File: config.mk
export PLATFORM = sky130hd
export DESIGN_NAME = six_step_bldc_commutator_core
export DESIGN_NICKNAME = d
export VERILOG_FILES = /design/src/rtl/bldc6_pkg.sv /design/src/rtl/six_step_bldc_commutator_core.sv /design/src/rtl/bldc6_state.sv /design/src/rtl/bldc6_emit.sv
export SDC_FILE = /design/constraint.sdc
export NUM_CORES = 1
export LEC_CHECK = 0
export ABC_CLOCK_PERIOD_IN_PS = 10500
export BUFFER_PORTS_ARGS = -buffer_cell sky130_fd_sc_hd__buf_2
export CAP_MARGIN = 30
export CORE_UTILIZATION = 45
export CTS_BUF_LIST = sky130_fd_sc_hd__clkbuf_8
export DETAILED_ROUTE_END_ITERATION = 10
export HOLD_SLACK_MARGIN = 0.05
export PLACE_DENSITY_LB_ADDON = 0.08
export RECOVER_POWER = 25
export SYNTH_ARGS = -nofsm -noshare
export SYNTH_HDL_FRONTEND = slang
export SYNTH_SLANG_ARGS = --single-unit
export TNS_END_PERCENT = 1
File: constraint.sdc
create_clock -name aclk -period 10.5 [get_ports aclk]
set_input_delay 0.525 -clock aclk [delete_from_list [all_inputs] [get_ports aclk]]
set_output_delay 0.525 -clock aclk [all_outputs]
set_load 0.01 [all_outputs]
File: src/rtl/bldc6_pkg.sv
package bldc6_pkg;

    localparam int COUNT_BITS = 16;

    localparam int DUTY_W     = 24;
    localparam int PERIOD_W   = 20;
    localparam int STEPS_W    = 16;
    localparam int CMP_W      = 15;
    localparam int RELOAD_W   = 16;
    localparam int CFG_ADDR_W = 3;
    localparam int CFG_DATA_W = 24;
    localparam int M_TDATA_W  = 48;

    // Width used when the step counter is compared against a step limit.
    localparam int CNT_CMP_W = (COUNT_BITS > STEPS_W) ? COUNT_BITS : STEPS_W;
    localparam logic [COUNT_BITS-1:0] COUNT_MAX = {COUNT_BITS{1'b1}};

    // Reset values of the configuration registers.
    localparam logic [DUTY_W-1:0]   DUTY_START_RST   = 24'd220000;
    localparam logic [DUTY_W-1:0]   DUTY_STEP_RST    = 24'd56;
    localparam logic [PERIOD_W-1:0] PERIOD_START_RST = 20'd40000;
    localparam logic [PERIOD_W-1:0] PERIOD_STEP_RST  = 20'd24;
    localparam logic [STEPS_W-1:0]  RAMP_STEPS_RST   = 16'd1250;
    localparam logic [STEPS_W-1:0]  HOLD_STEPS_RST   = 16'd1000;

    // Division by constants through a reciprocal multiply:
    // floor(x / 1000) = (x * 17179870) >> 34 for all 24-bit x,
    // floor(x / 10)   = (x * 838861) >> 23 for all 20-bit x.
    localparam int DIV1000_MUL_W = 25;
    localparam int DIV1000_SHIFT = 34;
    localparam logic [DIV1000_MUL_W-1:0] DIV1000_MUL = 25'd17179870;
    localparam int DIV10_MUL_W = 20;
    localparam int DIV10_SHIFT = 23;
    localparam logic [DIV10_MUL_W-1:0] DIV10_MUL = 20'd838861;
    localparam int DIV10_QUO_W = PERIOD_W + DIV10_MUL_W - DIV10_SHIFT;

    localparam logic [2:0] PHASE_FIRST = 3'd1;
    localparam logic [2:0] PHASE_LAST  = 3'd6;

    typedef enum logic [CFG_ADDR_W-1:0] {
        CFG_DUTY_START   = 3'd0,
        CFG_DUTY_STEP    = 3'd1,
        CFG_PERIOD_START = 3'd2,
        CFG_PERIOD_STEP  = 3'd3,
        CFG_RAMP_STEPS   = 3'd4,
        CFG_HOLD_STEPS   = 3'd5
    } cfg_reg_t;

    typedef enum logic [1:0] {
        MODE_RAMP     = 2'd0,
        MODE_HOLD     = 2'd1,
        MODE_HANDOVER = 2'd2,
        MODE_CLOSED   = 2'd3
    } run_mode_t;

    typedef enum logic {
        OP_TICK = 1'b0,
        OP_ZC   = 1'b1
    } op_t;

    // State as it stands after one event, handed to the output stage.
    typedef struct packed {
        logic                acted;
        logic [2:0]          phase;
        logic [DUTY_W-1:0]   duty;
        logic [PERIOD_W-1:0] period;
        run_mode_t           mode;
        logic [2:0]          watch;
    } snap_t;

    function automatic logic [2:0] high_enable_of(input logic [2:0] phase);
        logic [2:0] r;
        unique case (phase)
            3'd0, 3'd1, 3'd2: r = 3'b001;
            3'd3, 3'd4:       r = 3'b010;
            3'd5, 3'd6:       r = 3'b100;
            default:          r = 3'b001;
        endcase
        return r;
    endfunction

    function automatic logic [2:0] low_enable_of(input logic [2:0] phase);
        logic [2:0] r;
        unique case (phase)
            3'd0, 3'd1, 3'd6: r = 3'b010;
            3'd2, 3'd3:       r = 3'b100;
            3'd4, 3'd5:       r = 3'b001;
            default:          r = 3'b010;
        endcase
        return r;
    endfunction

    // Floating phase whose back-EMF is watched next.
    function automatic logic [2:0] watch_of(input logic [2:0] phase);
        logic [2:0] r;
        unique case (phase)
            3'd1, 3'd4: r = 3'b100;
            3'd2, 3'd5: r = 3'b010;
            3'd3, 3'd6: r = 3'b001;
            default:    r = 3'b000;
        endcase
        return r;
    endfunction

    function automatic logic [2:0] zc_phase_of(input logic [1:0] ch, input logic rising);
        logic [2:0] r;
        unique case (ch)
            2'd0:    r = rising ? 3'd1 : 3'd4;
            2'd1:    r = rising ? 3'd3 : 3'd6;
            2'd2:    r = rising ? 3'd5 : 3'd2;
            default: r = 3'd0;
        endcase
        return r;
    endfunction

endpackage

File: src/rtl/six_step_bldc_commutator_core.sv
// Six-step commutator core: an input transfer is registered in the state stage, then in the output divider stage.
// Throughput is one event per cycle while the output is not stalled; the state update and the output divider stage
// are each a single register stage, so back-to-back transfers flow without bubbles.
// Reset is synchronous on aresetn low: configuration returns to its default values,
// the motor state returns to ramp mode, phase 0 and all channels watched,
// and both pipeline stages are emptied.
module six_step_bldc_commutator_core
    import bldc6_pkg::*;
(
    input  logic                  aclk,
    input  logic                  aresetn,
    // Configuration write port; index follows the register list.
    input  logic                  cfg_wr_en,
    input  logic [CFG_ADDR_W-1:0] cfg_addr,
    input  logic [CFG_DATA_W-1:0] cfg_wdata,
    // Event input.
    input  logic                  s_tvalid,
    output logic                  s_tready,
    input  logic [7:0]            s_tdata,   // [1:0] zc_channel, [2] zc_rising, [7:3] zero
    input  logic [0:0]            s_tuser,   // [0] op
    // Result output.
    output logic                  m_tvalid,
    input  logic                  m_tready,
    output logic [M_TDATA_W-1:0]  m_tdata    // [0] acted, [3:1] step_phase,
                                             // [6:4] high_enable, [9:7] low_enable,
                                             // [24:10] compare_value,
                                             // [40:25] reload_value, [42:41] run_mode,
                                             // [45:43] watch_mask, [47:46] zero
);

    // The first stage applies one event to the commutation state and keeps a
    // copy of the resulting state. The second stage turns that copy into the
    // bridge enables, the compare value and the reload value, and holds the
    // result until the downstream side takes the transfer.
    logic  snap_valid;
    logic  snap_ready;
    snap_t snap;

    // Unused padding bits of the input word.
    logic  unused_pad;
    assign unused_pad = ^s_tdata[7:3];

    bldc6_state u_state (
        .aclk       (aclk),
        .aresetn    (aresetn),
        .cfg_wr_en  (cfg_wr_en),
        .cfg_addr   (cfg_addr),
        .cfg_wdata  (cfg_wdata),
        .in_valid   (s_tvalid),
        .in_ready   (s_tready),
        .op         (s_tuser[0]),
        .zc_channel (s_tdata[1:0]),
        .zc_rising  (s_tdata[2]),
        .snap_valid (snap_valid),
        .snap       (snap),
        .snap_ready (snap_ready)
    );

    bldc6_emit u_emit (
        .aclk       (aclk),
        .aresetn    (aresetn),
        .snap_valid (snap_valid),
        .snap       (snap),
        .snap_ready (snap_ready),
        .m_tvalid   (m_tvalid),
        .m_tready   (m_tready),
        .m_tdata    (m_tdata)
    );

endmodule

File: src/rtl/bldc6_state.sv
module bldc6_state
    import bldc6_pkg::*;
(
    input  logic                  aclk,
    input  logic                  aresetn,
    input  logic                  cfg_wr_en,
    input  logic [CFG_ADDR_W-1:0] cfg_addr,
    input  logic [CFG_DATA_W-1:0] cfg_wdata,
    input  logic                  in_valid,
    output logic                  in_ready,
    input  logic                  op,
    input  logic [1:0]            zc_channel,
    input  logic                  zc_rising,
    output logic                  snap_valid,
    output snap_t                 snap,
    input  logic                  snap_ready
);

    logic [DUTY_W-1:0]     duty_step_reg;
    logic [PERIOD_W-1:0]   period_step_reg;
    logic [STEPS_W-1:0]    ramp_steps_reg, hold_steps_reg;

    run_mode_t             mode_reg, mode_next;
    logic [2:0]            phase_reg, phase_next;
    logic [COUNT_BITS-1:0] count_reg, count_next, count_bump;
    logic [DUTY_W-1:0]     duty_reg, duty_next;
    logic [PERIOD_W-1:0]   period_reg, period_next;
    logic [2:0]            watch_reg, watch_next;
    logic                  acted;

    logic                  snap_valid_reg;
    snap_t                 snap_reg;

    logic                  accept;
    logic                  fresh;
    logic [2:0]            ch_mask;
    logic [2:0]            zc_phase;

    assign in_ready   = !snap_valid_reg || snap_ready;
    assign accept     = in_valid && in_ready;
    assign fresh      = (mode_reg == MODE_RAMP) && (phase_reg == 3'd0);
    assign ch_mask    = 3'b001 << zc_channel;
    assign zc_phase   = zc_phase_of(zc_channel, zc_rising);
    assign count_bump = (count_reg == COUNT_MAX) ? count_reg : count_reg + 1'b1;

    always_comb begin
        mode_next   = mode_reg;
        phase_next  = phase_reg;
        count_next  = count_reg;
        duty_next   = duty_reg;
        period_next = period_reg;
        watch_next  = watch_reg;
        acted       = 1'b0;
        if (accept) begin
            if (op == OP_TICK) begin
                if (mode_reg != MODE_CLOSED) begin
                    acted = 1'b1;
                    unique case (mode_reg)
                        MODE_RAMP: begin
                            duty_next   = (duty_reg > duty_step_reg) ?
                                          duty_reg - duty_step_reg : '0;
                            period_next = (period_reg > period_step_reg) ?
                                          period_reg - period_step_reg : '0;
                            if (CNT_CMP_W'(count_bump) >= CNT_CMP_W'(ramp_steps_reg)) begin
                                mode_next  = MODE_HOLD;
                                count_next = '0;
                            end else begin
                                count_next = count_bump;
                            end
                        end
                        MODE_HOLD: begin
                            count_next = count_bump;
                            if (CNT_CMP_W'(count_bump) >= CNT_CMP_W'(hold_steps_reg)) begin
                                mode_next = MODE_HANDOVER;
                            end
                        end
                        default: begin
                            mode_next = MODE_CLOSED;
                        end
                    endcase
                    phase_next = (phase_reg >= PHASE_LAST) ? PHASE_FIRST : phase_reg + 1'b1;
                end
            end else if ((mode_reg == MODE_CLOSED) && ((watch_reg & ch_mask) != 3'b000)) begin
                // Channel 3 gives an empty mask and falls out as ignored.
                acted      = 1'b1;
                phase_next = zc_phase;
                watch_next = (watch_reg & ~ch_mask) | watch_of(zc_phase);
            end
        end else if (cfg_wr_en && fresh) begin
            // Start values also load the live values until the first tick.
            if (cfg_addr == CFG_DUTY_START) begin
                duty_next = cfg_wdata[DUTY_W-1:0];
            end
            if (cfg_addr == CFG_PERIOD_START) begin
                period_next = cfg_wdata[PERIOD_W-1:0];
            end
        end
    end

    always_ff @(posedge aclk) begin
        if (!aresetn) begin
            duty_step_reg    <= DUTY_STEP_RST;
            period_step_reg  <= PERIOD_STEP_RST;
            ramp_steps_reg   <= RAMP_STEPS_RST;
            hold_steps_reg   <= HOLD_STEPS_RST;
        end else if (cfg_wr_en) begin
            unique case (cfg_addr)
                CFG_DUTY_STEP:    duty_step_reg    <= cfg_wdata[DUTY_W-1:0];
                CFG_PERIOD_STEP:  period_step_reg  <= cfg_wdata[PERIOD_W-1:0];
                CFG_RAMP_STEPS:   ramp_steps_reg   <= cfg_wdata[STEPS_W-1:0];
                CFG_HOLD_STEPS:   hold_steps_reg   <= cfg_wdata[STEPS_W-1:0];
                default: begin
                    // Start values only matter through the live load above.
                end
            endcase
        end
    end

    always_ff @(posedge aclk) begin
        if (!aresetn) begin
            mode_reg       <= MODE_RAMP;
            phase_reg      <= 3'd0;
            count_reg      <= '0;
            duty_reg       <= DUTY_START_RST;
            period_reg     <= PERIOD_START_RST;
            watch_reg      <= 3'b111;
            snap_valid_reg <= 1'b0;
        end else begin
            mode_reg   <= mode_next;
            phase_reg  <= phase_next;
            count_reg  <= count_next;
            duty_reg   <= duty_next;
            period_reg <= period_next;
            watch_reg  <= watch_next;
            if (accept) begin
                snap_valid_reg <= 1'b1;
            end else if (snap_ready) begin
                snap_valid_reg <= 1'b0;
            end
        end
    end

    always_ff @(posedge aclk) begin
        if (accept) begin
            snap_reg.acted  <= acted;
            snap_reg.phase  <= phase_next;
            snap_reg.duty   <= duty_next;
            snap_reg.period <= period_next;
            snap_reg.mode   <= mode_next;
            snap_reg.watch  <= watch_next;
        end
    end

    assign snap_valid = snap_valid_reg;
    assign snap       = snap_reg;

endmodule

File: src/rtl/bldc6_emit.sv
module bldc6_emit
    import bldc6_pkg::*;
(
    input  logic                 aclk,
    input  logic                 aresetn,
    input  logic                 snap_valid,
    input  snap_t                snap,
    output logic                 snap_ready,
    output logic                 m_tvalid,
    input  logic                 m_tready,
    output logic [M_TDATA_W-1:0] m_tdata
);

    localparam int PROD1000_W = DUTY_W + DIV1000_MUL_W;
    localparam int PROD10_W   = PERIOD_W + DIV10_MUL_W;

    logic [PROD1000_W-1:0]  prod1000;
    logic [PROD10_W-1:0]    prod10;
    logic [CMP_W-1:0]       compare_value;
    logic [DIV10_QUO_W-1:0] reload_quo;
    logic [RELOAD_W-1:0]    reload_value;
    logic [M_TDATA_W-1:0]   tdata_next;

    logic                   m_tvalid_reg;
    logic [M_TDATA_W-1:0]   m_tdata_reg;

    assign snap_ready = !m_tvalid_reg || m_tready;

    assign prod1000      = PROD1000_W'(snap.duty) * PROD1000_W'(DIV1000_MUL);
    assign prod10        = PROD10_W'(snap.period) * PROD10_W'(DIV10_MUL);
    assign compare_value = prod1000[DIV1000_SHIFT +: CMP_W];
    assign reload_quo    = prod10[DIV10_SHIFT +: DIV10_QUO_W];
    assign reload_value  = (reload_quo > DIV10_QUO_W'({RELOAD_W{1'b1}})) ?
                           {RELOAD_W{1'b1}} : reload_quo[RELOAD_W-1:0];

    assign tdata_next = {
        2'b00,
        snap.watch,
        snap.mode,
        reload_value,
        compare_value,
        low_enable_of(snap.phase),
        high_enable_of(snap.phase),
        snap.phase,
        snap.acted
    };

    always_ff @(posedge aclk) begin
        if (!aresetn) begin
            m_tvalid_reg <= 1'b0;
        end else if (snap_ready) begin
            m_tvalid_reg <= snap_valid;
        end
    end

    always_ff @(posedge aclk) begin
        if (snap_valid && snap_ready) begin
            m_tdata_reg <= tdata_next;
        end
    end

    assign m_tvalid = m_tvalid_reg;
    assign m_tdata  = m_tdata_reg;

endmodule

Yosys cells after proc, flatten, opt, wreduce, memory -nomap -nowiden --
Index checks and enable logic that the tools add are counted.
Operators by class: $add $sub $neg 4, $mul 2, $lt $le $gt $ge 6, equality and inequality tests 22, shift operators 1, mux-type cells 46, bitwise operators 5, reduce and logical (&&, ||, !) cells 28
Operators with widths (count):
- $mux W24 | 7
- $mux W20 | 7
- $mul A24 B24 Y48 const B | 1
- $mux W3 | 14
- $mul A20 B20 Y40 const B | 1
- $ge A16 B16 Y1 | 2
- $mux W16 | 2
- $pmux W16 S2 | 1
- $eq A3 B3 Y1 const B | 8
- $gt A24 B24 Y1 | 1
- $sub A24 B24 Y24 | 1
- $gt A20 B20 Y1 | 1
- $sub A20 B20 Y20 | 1
- $eq A3 B2 Y1 const B | 6
- $pmux W3 S3 | 2
- $gt A17 B16 Y1 const B | 1
- $add A16 B1 Y16 const B | 1
- $eq A16 B16 Y1 const B | 1
- $reduce_or A2 Y1 | 7
- $pmux W3 S2 | 2
- $mux W2 | 5
- $reduce_and A2 Y1 | 4
- $and A3 B3 Y3 | 2
- $eq A3 B1 Y1 const B | 2
- other kinds (19) | 34
Storage, ports and cells: bits in registers 245, input bits 41, output and inout port bits 50, logic and storage cells 134

Depth between registers and ports, before layout --
word-level depth 12, gate-level depth with buffers 24, gate-level depth less buffers 23

By module --
Synthesis repeated with hierarchy kept, for this count alone.
Second synthesis, totals: cell total of the unflattened synthesis 2906, area total of the unflattened synthesis 28100.7 um^2
By module, submodules not included:
- bldc6_emit | times used 1, cells each 1630, area an instance 17177.7 um^2, sequential area each 1401.3 um^2
- bldc6_state | times used 1, cells each 1276, area an instance 10923.0 um^2, sequential area each 4494.3 um^2

Worst setup path before layout --
OpenSTA, ideal clock, no wires.
path kind reg2reg, start point register u_state.snap_reg (netlist bit u_state.snap[41]), end point register u_emit.m_tdata_reg[23] (netlist: u_emit.m_tdata[23]), data pin, library setup time 0.152 ns, data arrival time 5.945 ns, required time 10.348 ns, setup slack 4.404 ns, stages on the path, launching flop included 22, path buffers 0, period minus slack after synthesis 6.096 ns, cell sequence edfxtp_1 > fa_1 > fa_1 > ha_1 > inv_1 > fa_1 > inv_1 > fa_1 > inv_1 > fa_1 > inv_1 > fa_1 > ha_1 > a2111oi_0 > o21ai_1 > a21bo_1 > nand4_1 > nand3b_1 > a221oi_2 > a21oi_1 > a41o_1 > a31oi_1
Between the ends: word-level cells in the longest chain between the ends 1
Ends and longest elaborated chain:
- from (decl) | RTL line bldc6_state.sv:32 | snap_t snap_reg;
- $mul A24 B24 Y48 | RTL line bldc6_emit.sv:29 | assign prod1000 = PROD1000_W'(snap.duty) * PROD1000_W'(DIV1000_MUL);
- named net u_emit.prod1000[47] | RTL line bldc6_emit.sv:17 | logic [PROD1000_W-1:0] prod1000;
- to (signal assigned) | RTL line bldc6_emit.sv:58 | m_tdata_reg <= tdata_next;
- to (decl) | RTL line bldc6_emit.sv:25 | logic [M_TDATA_W-1:0] m_tdata_reg;
The timed path passes the listed nets, and every way through them passes these cells. A chain may end at the register's enable or synchronous reset.

Worst setup path in the final report --
start point register u_state.snap_reg (netlist bit u_state.snap[16]), end point register u_emit.m_tdata_reg[33] (netlist: u_emit.m_tdata[33]), data pin
Between the ends: word-level cells in the longest chain between the ends 2
Ends and longest elaborated chain:
- $mul A20 B20 Y40 (*) | RTL line bldc6_emit.sv:30 | assign prod10 = PROD10_W'(snap.period) * PROD10_W'(DIV10_MUL);
- $gt A17 B16 Y1 | RTL line bldc6_emit.sv:33 | assign reload_value = (reload_quo > DIV10_QUO_W'({RELOAD_W{1'b1}})) ?
Mark *: on every way between the ends. The rest lies on a longest branch, timed or not.

==> Implementation_results.wiki <==
{| class="wikitable"
! Metric !! Value
|-
| Status || finished, violations left
|-
| Violated checks || capacitance limit, slew limit
|-
| Number of nets with antenna violations after detailed routing || 0
|-
| Drt drc || 0
|-
| Count of input and output buffers || 83
|-
| Post-cts sizing count || 0
|-
| Final routed wire length divided by cell count || roughly 18 um
|-
| Pin count of the biggest net entering global routing || 70
|-
| Cells after synthesis || 2848
|-
| Clock tree from TritonCTS || yes
|-
| Global-route congestion overflow total || 0
|-
| Most common cell after layout, fill and taps aside || sky130_fd_sc_hd__inv_1
|-
| Vertical die dimension || 250.6 um
|-
| Proportion of register bits with asynchronous set or reset after synthesis || 0
|-
| Tmin final || 7.162 ns
|-
| Period utilisation layout || 0.6821
|-
| Post-synthesis share of cell area spent on full adders, half adders and majority gates || 0.4627
|-
| Layout net count || between 3000 and 4000
|-
| Synthesized-area fraction occupied by ao, oa, aoi and oai cells || 0.1099
|-
| Insertion delay to the later sink of the worst-skew pair || 0.64 ns
|-
| Warnings from Yosys || 0
|-
| Die extent in x || 250.6 um
|-
| CP Capture Type || flop
|-
| Setup violation total in the final timing report || 0
|-
| Starting DRC count in detailed routing || 924
|-
| Cts hold-fix bufs || 0
|-
| Hold Vio Cnt, Final || 0
|-
| Clock buffer count from CTS || 46
|-
| Antenna violations before repair || 2
|-
| Share of cell area taken by muxes after synthesis || 0.004320
|-
| Clock root buffer || sky130_fd_sc_hd__clkbuf_8
|-
| Clock tree buffer depth || 3
|-
| EDFF count, synth || 99
|-
| Worst Path Max Fanout || 9
|-
| Predominant post-synthesis flop cell || sky130_fd_sc_hd__dfxtp_1
|-
| Setup repair after global routing missed its margin || false
|-
| Mean area per synthesized cell || 9.762 sq um
|-
| Floorplan row count || 90
|-
| Top post-synthesis cells by area || sky130_fd_sc_hd__ha_1, sky130_fd_sc_hd__fa_1, sky130_fd_sc_hd__edfxtp_1
|-
| Worst-margin pin slew || 3.308 ns
|-
| Total routing resource utilization after global routing || 0.2221
|-
| Total routed wirelength || roughly 68000 um
|-
| CP required || 10.87 ns
|-
| Count of boundary I/O pins || 91
|-
| Part of the Yosys area used for sequential elements || 0.2121
|-
| Flop and latch count out of synthesis || 245
|-
| # H-tree levels || 2
|-
| Largest register FFs || 53
|-
| Type of the worst min-delay path || primary input to flop
|-
| Biggest area consumer among synthesized cells || sky130_fd_sc_hd__ha_1
|-
| Post-synth design cell area || 27800 sq um
|-
| Achievable Freq || 139.6 MHz
|-
| Total setup buffers inserted after CTS || 0
|-
| Main combinational cell family by area after synthesis || adder cells
|-
| Share of post-route cells with drive strength above 1 || 0.06242
|-
| Synthesized-area fraction occupied by and/or/nand/nor cells || 0.09635
|-
| Length of the first detailed-routing pass in iterations || 6
|-
| XOR/XNOR share of the synthesized area || 0.02898
|-
| Slew margin rel. || -1.205
|-
| Kind of launch point of the worst setup path || flop
|-
| Clock edge transition at the registers on the reported setup and hold paths || about 0.06 ns
|-
| Post-route setup TNS || 0 ns
|-
| Number of sinks driven by the clock tree || 245
|-
| Post-synthesis to final-layout area growth || 8.307%
|-
| Die area || about 63000 sq um
|-
| Via count of the first global-routing pass || 20210
|-
| Floorplan core area || 60700 sq um
|-
| Data arrival time of the critical path || between 7 and 8 ns
|-
| Placed Instance Area || around 29000 sq um
|-
| Number of library cell types mapped by synthesis || 83
|-
| Commonest non-fill, non-tap cells in the layout || sky130_fd_sc_hd__inv_1, sky130_fd_sc_hd__ha_1, sky130_fd_sc_hd__fa_1
|-
| Total half-perimeter wirelength after legalization and detailed placement || 53850 um
|-
| Avg Vias per Cell || 5.251
|-
| Final clock skew || about 0.026 ns
|-
| Kind of critical path || flop to flop
|-
| Placer congestion estimate || 0.8951
|-
| Number of max-slew violations in the final report || 201
|-
| Wire length of the first global-routing pass || 109200 um
|-
| Fraction of post-synthesis cell area in the top cell type by area || 0.2417
|-
| Max-capacitance violation count || 4
|-
| Final cell area excluding filler cells || 30110 sq um
|-
| Initial core utilization || 0.4581
|-
| Via Count || 19760
|}
[per-stage QoR]
stage | hold slack, ns | setup WS (ns) | instances | utilization
4_1_cts | 0.1081 | 3.216 | 3762 | 0.4965
6_report | 0.1531 | 3.338 | 3763 | 0.4961
3_5_place_dp | 0.4062 | 3.238 | 3676 | 0.4796
5_1_grt | 0.1334 | 2.923 | 3763 | 0.4961
2_1_floorplan | 0.4003 | 4.404 | 2849 | -
3_3_place_gp | 0.4039 | 3.262 | 3675 | 0.4794
[logic make-up after synthesis]
group	after synthesis
fa+ha+maj	844
buf+inv	627
simple gates	544
compound gates	484
flops	245
xor+xnor	92
mux	11
other cells	1
[worst max-delay path, stage by stage (launching register included)]
cell and delay, ns:
sky130_fd_sc_hd__edfxtp_1 0.54, sky130_fd_sc_hd__ha_1 0.50, sky130_fd_sc_hd__ha_1 0.30, sky130_fd_sc_hd__fa_1 0.53, sky130_fd_sc_hd__fa_1 0.47, sky130_fd_sc_hd__fa_1 0.53, sky130_fd_sc_hd__fa_1 0.54, sky130_fd_sc_hd__inv_1 0.05
sky130_fd_sc_hd__fa_1 0.49, sky130_fd_sc_hd__inv_1 0.04, sky130_fd_sc_hd__ha_1 0.30, sky130_fd_sc_hd__nand4_1 0.09, sky130_fd_sc_hd__a21oi_1 0.30, sky130_fd_sc_hd__o211ai_1 0.26, sky130_fd_sc_hd__a31oi_2 0.45, sky130_fd_sc_hd__a31oi_1 0.22
sky130_fd_sc_hd__o21ai_1 0.24, sky130_fd_sc_hd__o221ai_1 0.17, sky130_fd_sc_hd__xnor2_1 0.53, sky130_fd_sc_hd__buf_4 0.28, sky130_fd_sc_hd__nand2_1 0.06
[area by class of cell]
cell class | instances | area [sq um]
fillers | 5669 | 30580
multi-input cells | 1977 | 19550
flip-flops and latches | 245 | 5896
inverters | 575 | 2158
well taps | 782 | 978.4
clock buffers | 54 | 743.2
repair buffers | 97 | 504.2
clock inverters | 32 | 284.0
diodes | 1 | 2.502
[Yosys cell counts (17+ instances only)]
cell type	count
sky130_fd_sc_hd__a21o_1	50
sky130_fd_sc_hd__a21oi_1	186
sky130_fd_sc_hd__a31oi_1	17
sky130_fd_sc_hd__and2_1	49
sky130_fd_sc_hd__and3_1	32
sky130_fd_sc_hd__clkbuf_1	43
sky130_fd_sc_hd__dfxtp_1	146
sky130_fd_sc_hd__edfxtp_1	99
sky130_fd_sc_hd__fa_1	307
sky130_fd_sc_hd__ha_1	537
sky130_fd_sc_hd__inv_1	573
sky130_fd_sc_hd__nand2_1	231
sky130_fd_sc_hd__nand3_1	35
sky130_fd_sc_hd__nand4_1	26
sky130_fd_sc_hd__nor2_1	66
sky130_fd_sc_hd__nor3_1	18
sky130_fd_sc_hd__o211ai_1	31
sky130_fd_sc_hd__o21a_1	19
sky130_fd_sc_hd__o21ai_0	48
sky130_fd_sc_hd__o21ai_1	33
sky130_fd_sc_hd__xnor2_1	45
sky130_fd_sc_hd__xor2_1	47
[metal layers]
layer | up-vias | share of wire | global-route usage
met5 | - | 0.00015 | 0
met2 | 296 | 0.46 | 0.3678
met1 | 9684 | 0.48 | 0.3103
li1 | 9708 | - | -
met3 | 68 | 0.035 | 0.02588
met4 | 2 | 0.016 | 0.04978
[final timing paths]
check	startpoint	depth (start not counted)	to	slack (ns)
setup / recovery	u_state.snap[16]	20	u_emit.m_tdata[33]	3.34
hold / removal	s_tvalid	3	u_state.snap_valid	0.15
setup reg to reg	u_state.snap[16]	20	u_emit.m_tdata[33]	3.34
hold reg to reg	u_state.snap[1]	0	u_emit.m_tdata[44]	0.42
Power is not shown: default switching activity piles up to over one toggle a cycle in this logic, so the estimate is an artifact.
